$ cat config.mk
export PLATFORM = sky130hd
export DESIGN_NAME = fmof_ram
export DESIGN_NICKNAME = d
export VERILOG_FILES = /design/src/hw/rtl/feature_match_outlier_filter_unit_assert.svh /design/src/hw/rtl/fmof_ram.sv
export SDC_FILE = /design/constraint.sdc
export NUM_CORES = 1
export LEC_CHECK = 0
export CORE_UTILIZATION = 55
export CTS_CLUSTER_SIZE = 28
export DETAILED_ROUTE_END_ITERATION = 6
export DONT_BUFFER_PORTS = 1
export PLACE_DENSITY = 0.72
export SLEW_MARGIN = 20
export SYNTH_ARGS = -nofsm -noshare
export SYNTH_HDL_FRONTEND = slang
export SYNTH_SLANG_ARGS = --single-unit
$ cat constraint.sdc
create_clock -name i_clk -period 3.8 [get_ports i_clk]
set_input_delay 0.19 -clock i_clk [delete_from_list [all_inputs] [get_ports i_clk]]
set_output_delay 0.19 -clock i_clk [all_outputs]
set_load 0.1 [all_outputs]
$ cat src/hw/rtl/feature_match_outlier_filter_unit_assert.svh
// ----------------------------------------------------------------------------
// Feature match outlier filter assertion macros
// Shared concurrent assertion forms used at the end of the top level.
// ----------------------------------------------------------------------------
`ifndef FEATURE_MATCH_OUTLIER_FILTER_UNIT_ASSERT_SVH
`define FEATURE_MATCH_OUTLIER_FILTER_UNIT_ASSERT_SVH

// Same-cycle implication under synchronous active-low reset.
`define FMOF_ASSERT_IMPLY(lbl, clk, rst_n, ante, cons) \
    lbl: assert property (@(posedge clk) disable iff (!rst_n) (ante) |-> (cons)) \
        else $error("fmof implication check failed");

// Next-cycle implication under synchronous active-low reset.
`define FMOF_ASSERT_NEXT(lbl, clk, rst_n, ante, cons) \
    lbl: assert property (@(posedge clk) disable iff (!rst_n) (ante) |=> (cons)) \
        else $error("fmof next-cycle check failed");

`endif

$ cat src/hw/rtl/fmof_ram.sv
// ----------------------------------------------------------------------------
// Feature match outlier filter RAM
// Generic single-write, single-read memory with registered read data.
// ----------------------------------------------------------------------------
`default_nettype none

module fmof_ram #(
    parameter int WIDTH = 8,
    parameter int DEPTH = 64
) (
    input  wire logic                     i_clk,
    input  wire logic                     i_we,
    input  wire logic [$clog2(DEPTH)-1:0] i_waddr,
    input  wire logic [WIDTH-1:0]         i_wdata,
    input  wire logic [$clog2(DEPTH)-1:0] i_raddr,
    output logic      [WIDTH-1:0]         o_rdata
);

    logic [WIDTH-1:0] r_mem [DEPTH];

    always_ff @(posedge i_clk) begin
        if (i_we) begin
            r_mem[i_waddr] <= i_wdata;
        end
        o_rdata <= r_mem[i_raddr];
    end

endmodule

`default_nettype wire

Word-level counts from Yosys, hierarchy flattened
Memories as Yosys holds them, arrays and structs flattened. A register that Yosys moved wholly into a read port is not among the register bits.
Index checks and enable logic that the tools add are counted.
{"block": "op_classes", "mux": 2}
{"operator": "2-to-1 mux 1 bit", "count": 2}
{"block": "totals", "ff_bits": 0, "elab_cells": 3, "mem_bits_rw": 512, "inputBits": 22, "out_inout_bits": 8, "n_memories": 1}
{"memory": "r_mem", "depth": 64, "width": 8, "read_ports": 1, "rd_clocked_by_memory_dff": 1, "write_ports": 1, "line_no": "fmof_ram.sv:19", "source": "logic [WIDTH-1:0] r_mem [DEPTH];"}

Depth between registers and ports, before layout
{"block": "logic_depth", "ltp_word": 2, "depth_mapped": 9, "depth_no_buf": 5}

Worst setup path after synthesis
Ideal clock, no wire load.
{"block": "synth_path", "path_type": "input-to-reg", "from": "input i_raddr[1]", "to": "register o_rdata[3] (read register of r_mem)", "path_buffers": 3, "setup_time_ns": 0.128, "required_time_ns": 3.672, "t_arrival_ns": 1.730, "path_slack_ns": 1.942, "path_stages": 7, "cell_sequence": "buf_4 > buf_2 > buf_2 > mux4_2 > mux4_2 > o21ai_1 > o41ai_1"}
{"item": "start, declared", "line_no": "fmof_ram.sv:15", "source": "input wire logic [$clog2(DEPTH)-1:0] i_raddr,"}
{"item": "end, declared", "line_no": "fmof_ram.sv:16", "source": "output logic [WIDTH-1:0] o_rdata"}

==> metrics.md <==
| Metric | Value |
|---|---|
| Grt ovf | `0` |
| CTS max path bufs | `3` |
| Buffers on Ports | `0` |
| Synthesized area per cell | `21.5 sq um` |
| R2R depth | `7` |
| Hold Path Class | `in -> reg` |
| Main combinational cell family by area after synthesis | `multiplexers` |
| Setup Skew | `approximately 0.024 ns` |
| Max Cap Violations | `0` |
| CP arrival | `3.25 ns` |
| FF-to-FF setup slack | `around 1.0 ns` |
| Vias post-DR | `9535` |
| Simple-gate share of the synthesized area | `3.39%` |
| Multiplexer share of the synthesized area | `15.9%` |
| Pwr dens | `between 500 and 600 nW/um^2` |
| Gpl congestion | `~0.80` |
| Leak | `approximately 7.0 nW` |
| Final setup vio count | `0` |
| Post-CTS Resized | `0` |
| Vias per cell | `between 6 and 7` |
| Asr flop ratio synth | `0%` |
| Synthesized area | `about 20000 sq um` |
| Outcome | `complete, but fails checks` |
| Gr usage total | `23.3%` |
| Syn nets | `962` |
| # rows | `between 60 and 70` |
| Ant. Diodes | `0` |
| Post-synthesis instance total | `940` |
| Die width | `between 150 and 200 microns` |
| HPWL after detailed placement | `23100 microns` |
| Die height | `193 microns` |
| Vias in the first global route | `9646` |
| CTS root buffer | `clkbuf_16` |
| Pin count of the biggest net entering global routing | `around 140` |
| Hold Slack | `0.00590 ns` |
| WL final | `41700 microns` |
| Synth area leader | `edfxtp_1` |
| Hold Crit Endpoint | `r_mem[12][6]$_DFFE_PP_` |
| Io pins | `30` |
| Clock sink count | `520` |
| Die ar. | `37400 sq um` |
| Crit-path max FO | `1` |
| Final critical-path share of the clock period | `73.3%` |
| Antenna violations before repair | `0` |
| Post-synth EDFFs | `512` |
| Failing checks | `design-rule violations` |
| Synth top cells by count | `edfxtp_1, mux4_2, nor2_1, mux2i_1, nand2_1` |
| Worst-path clk slew | `about 0.06 ns` |
| Post-synth top area share | `76.2%` |
| Fmax | `approximately 0.36 GHz` |
| Core area | `35800 sq um` |
| Worst Setup End Kind | `flop` |
| CTS tree | `done` |
| Hold_sp | `i_wdata[6]` |
| Crit path time final | `2.78 ns` |
| RSZ-0062 raised after global routing | `false` |
| Initial DRC Count | `1054` |
| Initial Utilization | `~56%` |
| Maximum VDD drop | `around 0.00037 V` |
| Seq cells post-synth | `between 500 and 600` |
| Setup TNS | `0 ns` |
| Layout cell share with drive strength beyond 1 | `around 22%` |
| Yosys Warn Count | `0` |
| DRC | `2` |
| Kind of critical path | `reg -> reg` |
| Complex-gate fraction of the synthesized area | `slightly above 2%` |
| Critical Path Start Type | `flop` |
| Synth Flop Type | `edfxtp_1` |
| Slew Limit Fails | `0` |
| Most common cell in the netlist | `edfxtp_1` |
| Worst EP required | `4.27 ns` |
| RR Startpoint | `r_mem[29][0]$_DFFE_PP_` |
| Hold Vio Cnt, Final | `0` |
| Htree depth | `2` |
| TritonCTS buffer count | `52` |
| Layout net count | `between 900 and 1000` |
| FF-to-FF End | `o_rdata[0]$_DFF_P_` |
| Number of routed nets with antenna violations | `0` |
| Global-route wire length before repair | `around 63000 microns` |
| Seq/Total Area, Yosys | `77.0%` |
| Wire per inst | `28.3 microns` |
| Slew @ Worst Pin | `between 1 and 1.5 ns` |
| XOR/XNOR Fraction of Synth Area | `0%` |
| Adder-cell area share of the yosys netlist | `0%` |
| Area grow syn2layout | `11.8%` |
| Top post-synthesis cells by area | `edfxtp_1, mux4_2, nor2_1` |
| DRT Pass-1 Iters | `7` |
| Max_slew headroom | `31.8%` |
| Hold Path Stages | `1` |
| Synth cell types | `40` |
| Skew-Pair Late Insertion Delay | `0.58 ns` |
layer usage:
metal | vias up | wire [microns] | track usage [%]
met3 | 71 | 3120 | 3.56
met5 | - | 0 | 0
met1 | 5025 | 17000 | 33.8
met2 | 449 | 20600 | 37.2
met4 | 0 | 936 | 6.87
li1 | 3990 | - | -
layout make-up:
type / count / area (sq um)
multi-input combinational: 369 / 4320
sequential: 520 / 15500
clock buffer: 63 / 1360
timing repair buffer: 26 / 395
clock inverter: 33 / 352
tap: 461 / 577
fill: 2317 / 13300
per-stage QoR:
stage               area (sq um)  worst slack [ns]  std cells  power [mW]  util [%]
finish                     22500              1.02       1472        12.0      62.9
floorplan                  20200              1.94        940        6.90         -
global placement           20400              1.69       1352        6.88      57.1
global route               22500             0.938       1472        12.3      62.9
CTS                        22500              1.01       1471        12.1      62.9
detailed placement         20400              1.68       1352        6.89      57.1
registers in the layout, summed over array words and instances (netlist names):
name and count:
o_rdata 8, r_mem 512
critical path: stages, from the launching register on:
cell           delay (ns)
edfxtp_1             0.36
mux4_2               0.48
mux2_2               0.28
o22ai_1              0.21
nand2_1              0.08
dlygate4sd3_1        0.59
o2bb2ai_1            0.12
dlygate4sd3_1        0.56
worst max-delay path by stage:
stage,depth (start not counted),from,endpoint,slack [ns]
final,7,r_mem[29][0]$_DFFE_PP_,o_rdata[0]$_DFF_P_,1.02
after detailed placement,5,r_mem[24][6]$_DFFE_PP_,o_rdata[6]$_DFF_P_,1.68
after global placement,5,r_mem[29][6]$_DFFE_PP_,o_rdata[6]$_DFF_P_,1.69
after CTS,7,r_mem[29][0]$_DFFE_PP_,o_rdata[0]$_DFF_P_,1.01
after floorplan,7,i_raddr[1],o_rdata[3]$_DFF_P_,1.94
after global routing,7,r_mem[29][0]$_DFFE_PP_,o_rdata[0]$_DFF_P_,0.94
power by group:
group | switching (mW) | internal [mW] | leakage [nW]
Sequential | 0.0968 | 6.35 | 4.67
Clock | 2.08 | 3.03 | 0.830
Combinational | 0.239 | 0.222 | 1.46
cells by family (layout without fill, tap and decap cells):
logic type,count (synthesis),in the layout
and+or+nand+nor,153,153
buffers and inverters,51,122
AOI/OAI and AO/OA,54,54
muxes,162,162
DFF,520,520
layout by cell type, fill, tap and decap left out, drive strengths merged, types with 8 or more instances in the layout:
master	n
buf	10
nand2	19
mux4	126
nand3	13
dfxtp	8
dlygate4sd3	16
edfxtp	512
mux2i	23
o22ai	8
clkinv	19
nor2	83
clkbuf	63
o221ai	8
mux2	13
nor2b	14
what timing repair did:
item / CTS / global route
buffers inserted: 0 / 0
hold buffers: 23 / 1
endpoints found under the hold margin: 524 / 3
Power figures use the tool's default switching activity.
