===== src/hw/rtl/feature_match_outlier_filter_unit_assert.svh =====
// ----------------------------------------------------------------------------
// Feature match outlier filter assertion macros
// Shared concurrent assertion forms used at the end of the top level.
// ----------------------------------------------------------------------------
`ifndef FEATURE_MATCH_OUTLIER_FILTER_UNIT_ASSERT_SVH
`define FEATURE_MATCH_OUTLIER_FILTER_UNIT_ASSERT_SVH

// Same-cycle implication under synchronous active-low reset.
`define FMOF_ASSERT_IMPLY(lbl, clk, rst_n, ante, cons) \
    lbl: assert property (@(posedge clk) disable iff (!rst_n) (ante) |-> (cons)) \
        else $error("fmof implication check failed");

// Next-cycle implication under synchronous active-low reset.
`define FMOF_ASSERT_NEXT(lbl, clk, rst_n, ante, cons) \
    lbl: assert property (@(posedge clk) disable iff (!rst_n) (ante) |=> (cons)) \
        else $error("fmof next-cycle check failed");

`endif


===== src/hw/rtl/fmof_pkg.sv =====
// ----------------------------------------------------------------------------
// Feature match outlier filter package
// Widths, register codes and word types shared by the filter modules.
// ----------------------------------------------------------------------------
`default_nettype none

package fmof_pkg;

    localparam int MAX_MATCHES_DEF = 64;

    localparam int POS_W      = 16;
    localparam int IDX_W      = 16;
    localparam int HAM_W      = 9;
    localparam int LIM_W      = 16;
    localparam int DISP_W     = 17;
    localparam int CNT_MAX_W  = 7;
    localparam int SUM_W      = 24;
    localparam int SQ_W       = 40;
    localparam int XY_W       = 41;
    localparam int STAT_W     = 50;
    localparam int U_W        = 26;
    localparam int MV_W       = 2 * U_W;
    localparam int MC_W       = MV_W + STAT_W;
    localparam int DEN_W      = 2 * STAT_W;
    localparam int FRAC_BITS  = 16;
    localparam int NUM_W      = MC_W + FRAC_BITS + 1;
    localparam int Q_W        = 64;
    localparam int LIM_SHIFT  = 8;

    localparam int CFG_IDX_W  = 1;
    localparam int CFG_DATA_W = 16;

    localparam logic [CFG_IDX_W-1:0] CFG_HAMMING_LIMIT  = 1'd0;
    localparam logic [CFG_IDX_W-1:0] CFG_DISTANCE_LIMIT = 1'd1;

    localparam logic [HAM_W-1:0] HAMMING_LIMIT_RST  = 9'd64;
    localparam logic [LIM_W-1:0] DISTANCE_LIMIT_RST = 16'd2304;

    typedef struct packed {
        logic [POS_W-1:0] first_x;
        logic [POS_W-1:0] first_y;
        logic [POS_W-1:0] second_x;
        logic [POS_W-1:0] second_y;
        logic [HAM_W-1:0] hamming_dist;
        logic [IDX_W-1:0] first_index;
        logic [IDX_W-1:0] second_index;
        logic             is_last;
    } t_in_word;

    typedef struct packed {
        logic [IDX_W-1:0] kept_first_index;
        logic [IDX_W-1:0] kept_second_index;
        logic [HAM_W-1:0] kept_hamming;
        logic             none_kept;
        logic             overflowed;
        logic             end_of_set;
    } t_out_word;

    typedef struct packed {
        logic signed [DISP_W-1:0] disp_x;
        logic signed [DISP_W-1:0] disp_y;
        logic [IDX_W-1:0]         first_index;
        logic [IDX_W-1:0]         second_index;
        logic [HAM_W-1:0]         hamming;
        logic                     pass;
    } t_entry;

    typedef struct packed {
        logic [CNT_MAX_W-1:0]    loaded;
        logic [CNT_MAX_W-1:0]    passing;
        logic signed [SUM_W-1:0] sum_dx;
        logic signed [SUM_W-1:0] sum_dy;
        logic [SQ_W-1:0]         sum_dx_sq;
        logic signed [XY_W-1:0]  sum_dx_dy;
        logic [SQ_W-1:0]         sum_dy_sq;
        logic                    overflow;
    } t_set_cmd;

endpackage

`default_nettype wire


===== src/hw/rtl/fmof_queue.sv =====
// ----------------------------------------------------------------------------
// Feature match outlier filter set queue
// Two-entry queue of closed-set statistics between the front and back ends.
// ----------------------------------------------------------------------------
`default_nettype none

module fmof_queue (
    input  wire logic               i_clk,
    input  wire logic               i_rst_n,
    input  wire logic               i_push,
    input  wire fmof_pkg::t_set_cmd i_cmd,
    input  wire logic               i_pop,
    output logic                    o_valid,
    output logic                    o_full,
    output fmof_pkg::t_set_cmd      o_cmd
);

    fmof_pkg::t_set_cmd r_slot [2];
    logic               r_wptr;
    logic               r_rptr;
    logic [1:0]         r_count;

    assign o_valid = (r_count != 2'd0);
    assign o_full  = (r_count == 2'd2);
    assign o_cmd   = r_slot[r_rptr];

    always_ff @(posedge i_clk) begin
        if (!i_rst_n) begin
            r_wptr  <= 1'b0;
            r_rptr  <= 1'b0;
            r_count <= 2'd0;
        end else begin
            if (i_push) begin
                r_slot[r_wptr] <= i_cmd;
                r_wptr         <= ~r_wptr;
            end
            if (i_pop) begin
                r_rptr <= ~r_rptr;
            end
            if (i_push && !i_pop) begin
                r_count <= r_count + 2'd1;
            end else if (i_pop && !i_push) begin
                r_count <= r_count - 2'd1;
            end
        end
    end

endmodule

`default_nettype wire


===== config.mk =====
export PLATFORM = sky130hd
export DESIGN_NAME = fmof_queue
export DESIGN_NICKNAME = d
export VERILOG_FILES = /design/src/hw/rtl/feature_match_outlier_filter_unit_assert.svh /design/src/hw/rtl/fmof_pkg.sv /design/src/hw/rtl/fmof_queue.sv
export SDC_FILE = /design/constraint.sdc
export NUM_CORES = 1
export LEC_CHECK = 0
export BUFFER_PORTS_ARGS = -buffer_cell sky130_fd_sc_hd__buf_2
export CORE_MARGIN = 4
export CORE_UTILIZATION = 45
export DETAILED_ROUTE_END_ITERATION = 12
export PLACE_DENSITY = 0.82
export REMOVE_ABC_BUFFERS = 1
export SYNTH_ARGS = -nofsm -noshare
export SYNTH_HDL_FRONTEND = slang
export SYNTH_SLANG_ARGS = --single-unit

===== constraint.sdc =====
create_clock -name i_clk -period 10.69 [get_ports i_clk]
set_clock_uncertainty 0.1 [all_clocks]
set_input_delay 0 -clock i_clk [delete_from_list [all_inputs] [get_ports i_clk]]
set_output_delay 0 -clock i_clk [all_outputs]
set_load 0.02 [all_outputs]

# After elaboration in Yosys (flattened, before gate mapping)
# Memories as Yosys holds them, arrays and structs flattened. A register that Yosys moved wholly into a read port is not among the register bits.
# Cells that the tools add are included.
# classes
muxes	7
reduce_logical	6
n_eq_ne	1
add_sub_neg	2
bitwise_logic	2
# op_table
op	count
two-way mux 1 bit	5
two-way mux 2 bit	2
nonzero test 2 bit	2
adder 2 x 1 -> 2 bit (second input constant)	1
equality test 2 bit (second input constant)	1
logical AND 1 bit	2
zero test 1 bit	2
inverter 1 bit	2
subtractor 2 x 1 -> 2 bit (second input constant)	1
# word_totals
ram_bits	368
inputBits	188
mem_count	1
reg_bits	4
# memory_table
name	words	width	read_ports	rd_clocked_by_memory_dff	wr	line_no	rtl
r_slot	2	184	1	1	1	fmof_queue.sv:18	fmof_pkg::t_set_cmd r_slot [2];

# Depth between registers and ports, before layout
# logic_depth
depth_word	4
depth_mapped	5
ltp_nobuf	5

# Worst setup path after synthesis
# Ideal clock, no wire load.
# synth_path
kind	register to register
from	reg r_wptr
to	mem r_slot[0][0] (netlist bit), enable pin
slack_ps	1900
stages_incl_launch_ff	2
synth_period_minus_slack_ps	8790
setup_ps	737
path_buffers	0
arrival_time_ps	7953
path_cell_list	dfxtp_1 > nor2_1
# synth_lines
element	line_no	rtl
start: declaration	fmof_queue.sv:19	logic r_wptr;
start signal: assignment	fmof_queue.sv:35	r_wptr <= ~r_wptr;
end: declaration	fmof_queue.sv:18	
# Straight into the memory's write port.

==> run metrics <==
Cell Area, Synth 0.01355 mm^2; first-pass GRT wire length 47780 um; Req. time, crit path 10.59 ns; maximum VDD drop 0.0001603 V; layout cell share with drive strength beyond 1 50.99%; Tmin final 2.855 ns; cell count after synthesis 595; clock root cell clkbuf_16; ant diodes 0; via count 7764; CTS tree yes; Setup Crit Path Kind flop to output pin; sequential share of the synthesized area 82.29%; fin area 0.01889 mm^2; GRT overflow 0; syn avg cell area 22.77 um^2; # IOs 374; final net count 1370; Post-DRT Antenna Nets 0; DR iter-0 viols 388; routability cong. 0.8052; pwr dens 180.1 mW/mm^2; Total Routed Length 31290 um; Final Max Slew Viols 0; clock buffer depth 3; Max Fclk 350.2 MHz; static leakage 7.061 nW; # DRC 0; final setup vio count 0; DP HPWL 17900 um; number of global-route vias before repair 8762; core area 0.02964 mm^2; drt wl/cell 19.58 um; clock latency on the worst-skew pair 0.51 ns; Rows 63; GRT Total Usage 18.30%; WP data arrival 2.76 ns; outcome finished, final reports clean; Clock transition at path regs 0.06 ns; period utilization 26.71%; synth warn 0; Seq cells post-synth 373; clock sink count 373; setup TNS 0 ns; Worst Tran Pin Value 1.090 ns; Starting Density 45.72%; FF-to-FF path depth 2; Die ar. 0.03295 mm^2; Chip Width 181.5 um; max_cap viols 0; Final Hold Viols 0; Vias/cell 4.859; largest net degree at the start of global routing 185; Die Span Y 181.5 um; Setup crit end kind output pin; worst hold stages 2; fillcell total 1982; Critical Path Fanout Max 70; cts bufs inserted 38; number of H-tree levels 2; synthesis-to-finish area growth 39.37%; dpl cell area 0.01577 mm^2; Synth cell types 19; HP Class input port to flop; Startpoint Class flop; slew margin rel. 27.32%; TritonRoute pass-1 iters 4; RSZ-0062 raised after global routing false; port bufs 373; initial antenna violation count 0
where the power goes:
| group | total, W | switching [W] | internal [W] |
|---|---|---|---|
| Clock | 0.00131 | 0.000515 | 0.000793 |
| Sequential | 0.00169 | 0.0000211 | 0.00167 |
| Combinational | 0.000399 | 0.000217 | 0.000182 |
final cells by class:
type,count,area (um^2),area share [%]
flip-flops and latches,373,11150,59.06
repair buffers,566,3799,20.11
clock buffers,51,1064,5.631
multi-input cells,201,2203,11.67
well taps,390,488.0,2.584
inverters,1,3.754,0.01988
clock inverters,16,173.9,0.9209
worst paths after layout:
kind / startpoint / to / slack (ns)
hold reg to reg: r_count[1] / r_count[1] / 0.42
hold / removal: i_cmd[138] / r_slot[1][138] / 0.11
setup reg to reg: r_wptr / r_slot[1][169] / 8.31
setup / recovery: flop / o_cmd[64] / 7.83
cells by family (layout without fill, tap and decap cells):
family	after synthesis	in the layout	share of synthesized area (%)
XOR/XNOR	4	4	0.2586
AO/OA/AOI/OAI	2	2	0.09232
flip-flops	373	373	82.29
AND/OR/NAND/NOR	10	10	0.4340
buffers and inverters	21	634	1.542
adder cells (fa/ha/maj)	1	1	0.09232
multiplexers	184	184	15.29
routing by layer:
| layer | vias to the layer above | share of wire (%) | global-route usage (%) |
|---|---|---|---|
| li1 | 3542 | - | - |
| met1 | 3839 | 36 | 20.14 |
| met2 | 321 | 55 | 34.95 |
| met3 | 62 | 6.3 | 4.147 |
| met4 | 0 | 2.8 | 5.704 |
| met5 | - | 0 | 0 |
cells in the final DEF, fill, tap and decap left out, drive strengths merged:
| cell type | netlist | layout |
|---|---|---|
| ha | 1 | 1 |
| or3 | 1 | 1 |
| a21boi | 1 | 1 |
| nand2 | 1 | 1 |
| dfxtp | 5 | 5 |
| mux2 | 184 | 184 |
| clkinv | 0 | 11 |
| and3 | 1 | 1 |
| edfxtp | 368 | 368 |
| bufinv | 0 | 4 |
| inv | 1 | 1 |
| clkbuf | 0 | 51 |
| or2 | 1 | 1 |
| nor2 | 1 | 1 |
| dlygate4sd3 | 0 | 188 |
| xnor2 | 1 | 1 |
| o21ai | 1 | 1 |
| and2b | 1 | 1 |
| xor2 | 3 | 3 |
| clkinvlp | 0 | 1 |
| buf | 20 | 378 |
| and2 | 4 | 4 |
per-stage QoR:
stage / cells / hold WS, ns / setup WS [ns] / util (%) / power, W
global route: 1598 / 0.1025 / 7.690 / 63.72 / 0.003521
CTS: 1598 / 0.08361 / 7.813 / 63.72 / 0.003418
floorplan: 575 / -0.001131 / 1.900 / - / 0.001946
global placement: 1343 / 0.08754 / 8.335 / 53.20 / 0.002053
finish: 1598 / 0.1150 / 7.835 / 63.72 / 0.003401
detailed placement: 1343 / 0.09120 / 8.307 / 53.20 / 0.002063
worst max-delay path: stages, from the launching register on:
cell     delay (ns)
dfxtp_4        0.75
buf_4          0.81
mux2_2         0.44
buf_2          0.17
sequential cells by signal, indices dropped and copies added, names as in the netlist, named ones only:
signal / cells
r_wptr: 1
r_slot: 368
r_rptr: 1
r_count: 2
timing repair:
action / CTS / global route
buffers inserted: 0 / 0
hold endpoints to repair: 373 / 0
hold buffers: 188 / 0
resized for setup: 0 / 0
cell usage after synthesis, drive strengths merged:
master | instances | share of area [%]
xnor2 | 1 | 0.065
or3 | 1 | 0.046
ha | 1 | 0.092
and2 | 4 | 0.18
a21boi | 1 | 0.055
or2 | 1 | 0.046
and3 | 1 | 0.046
dfxtp | 5 | 0.74
inv | 1 | 0.028
nand2 | 1 | 0.028
and2b | 1 | 0.055
mux2 | 184 | 15
nor2 | 1 | 0.028
xor2 | 3 | 0.19
o21ai | 1 | 0.037
edfxtp | 368 | 82
buf | 20 | 1.5
No activity file was read; power rests on OpenSTA's default activity.
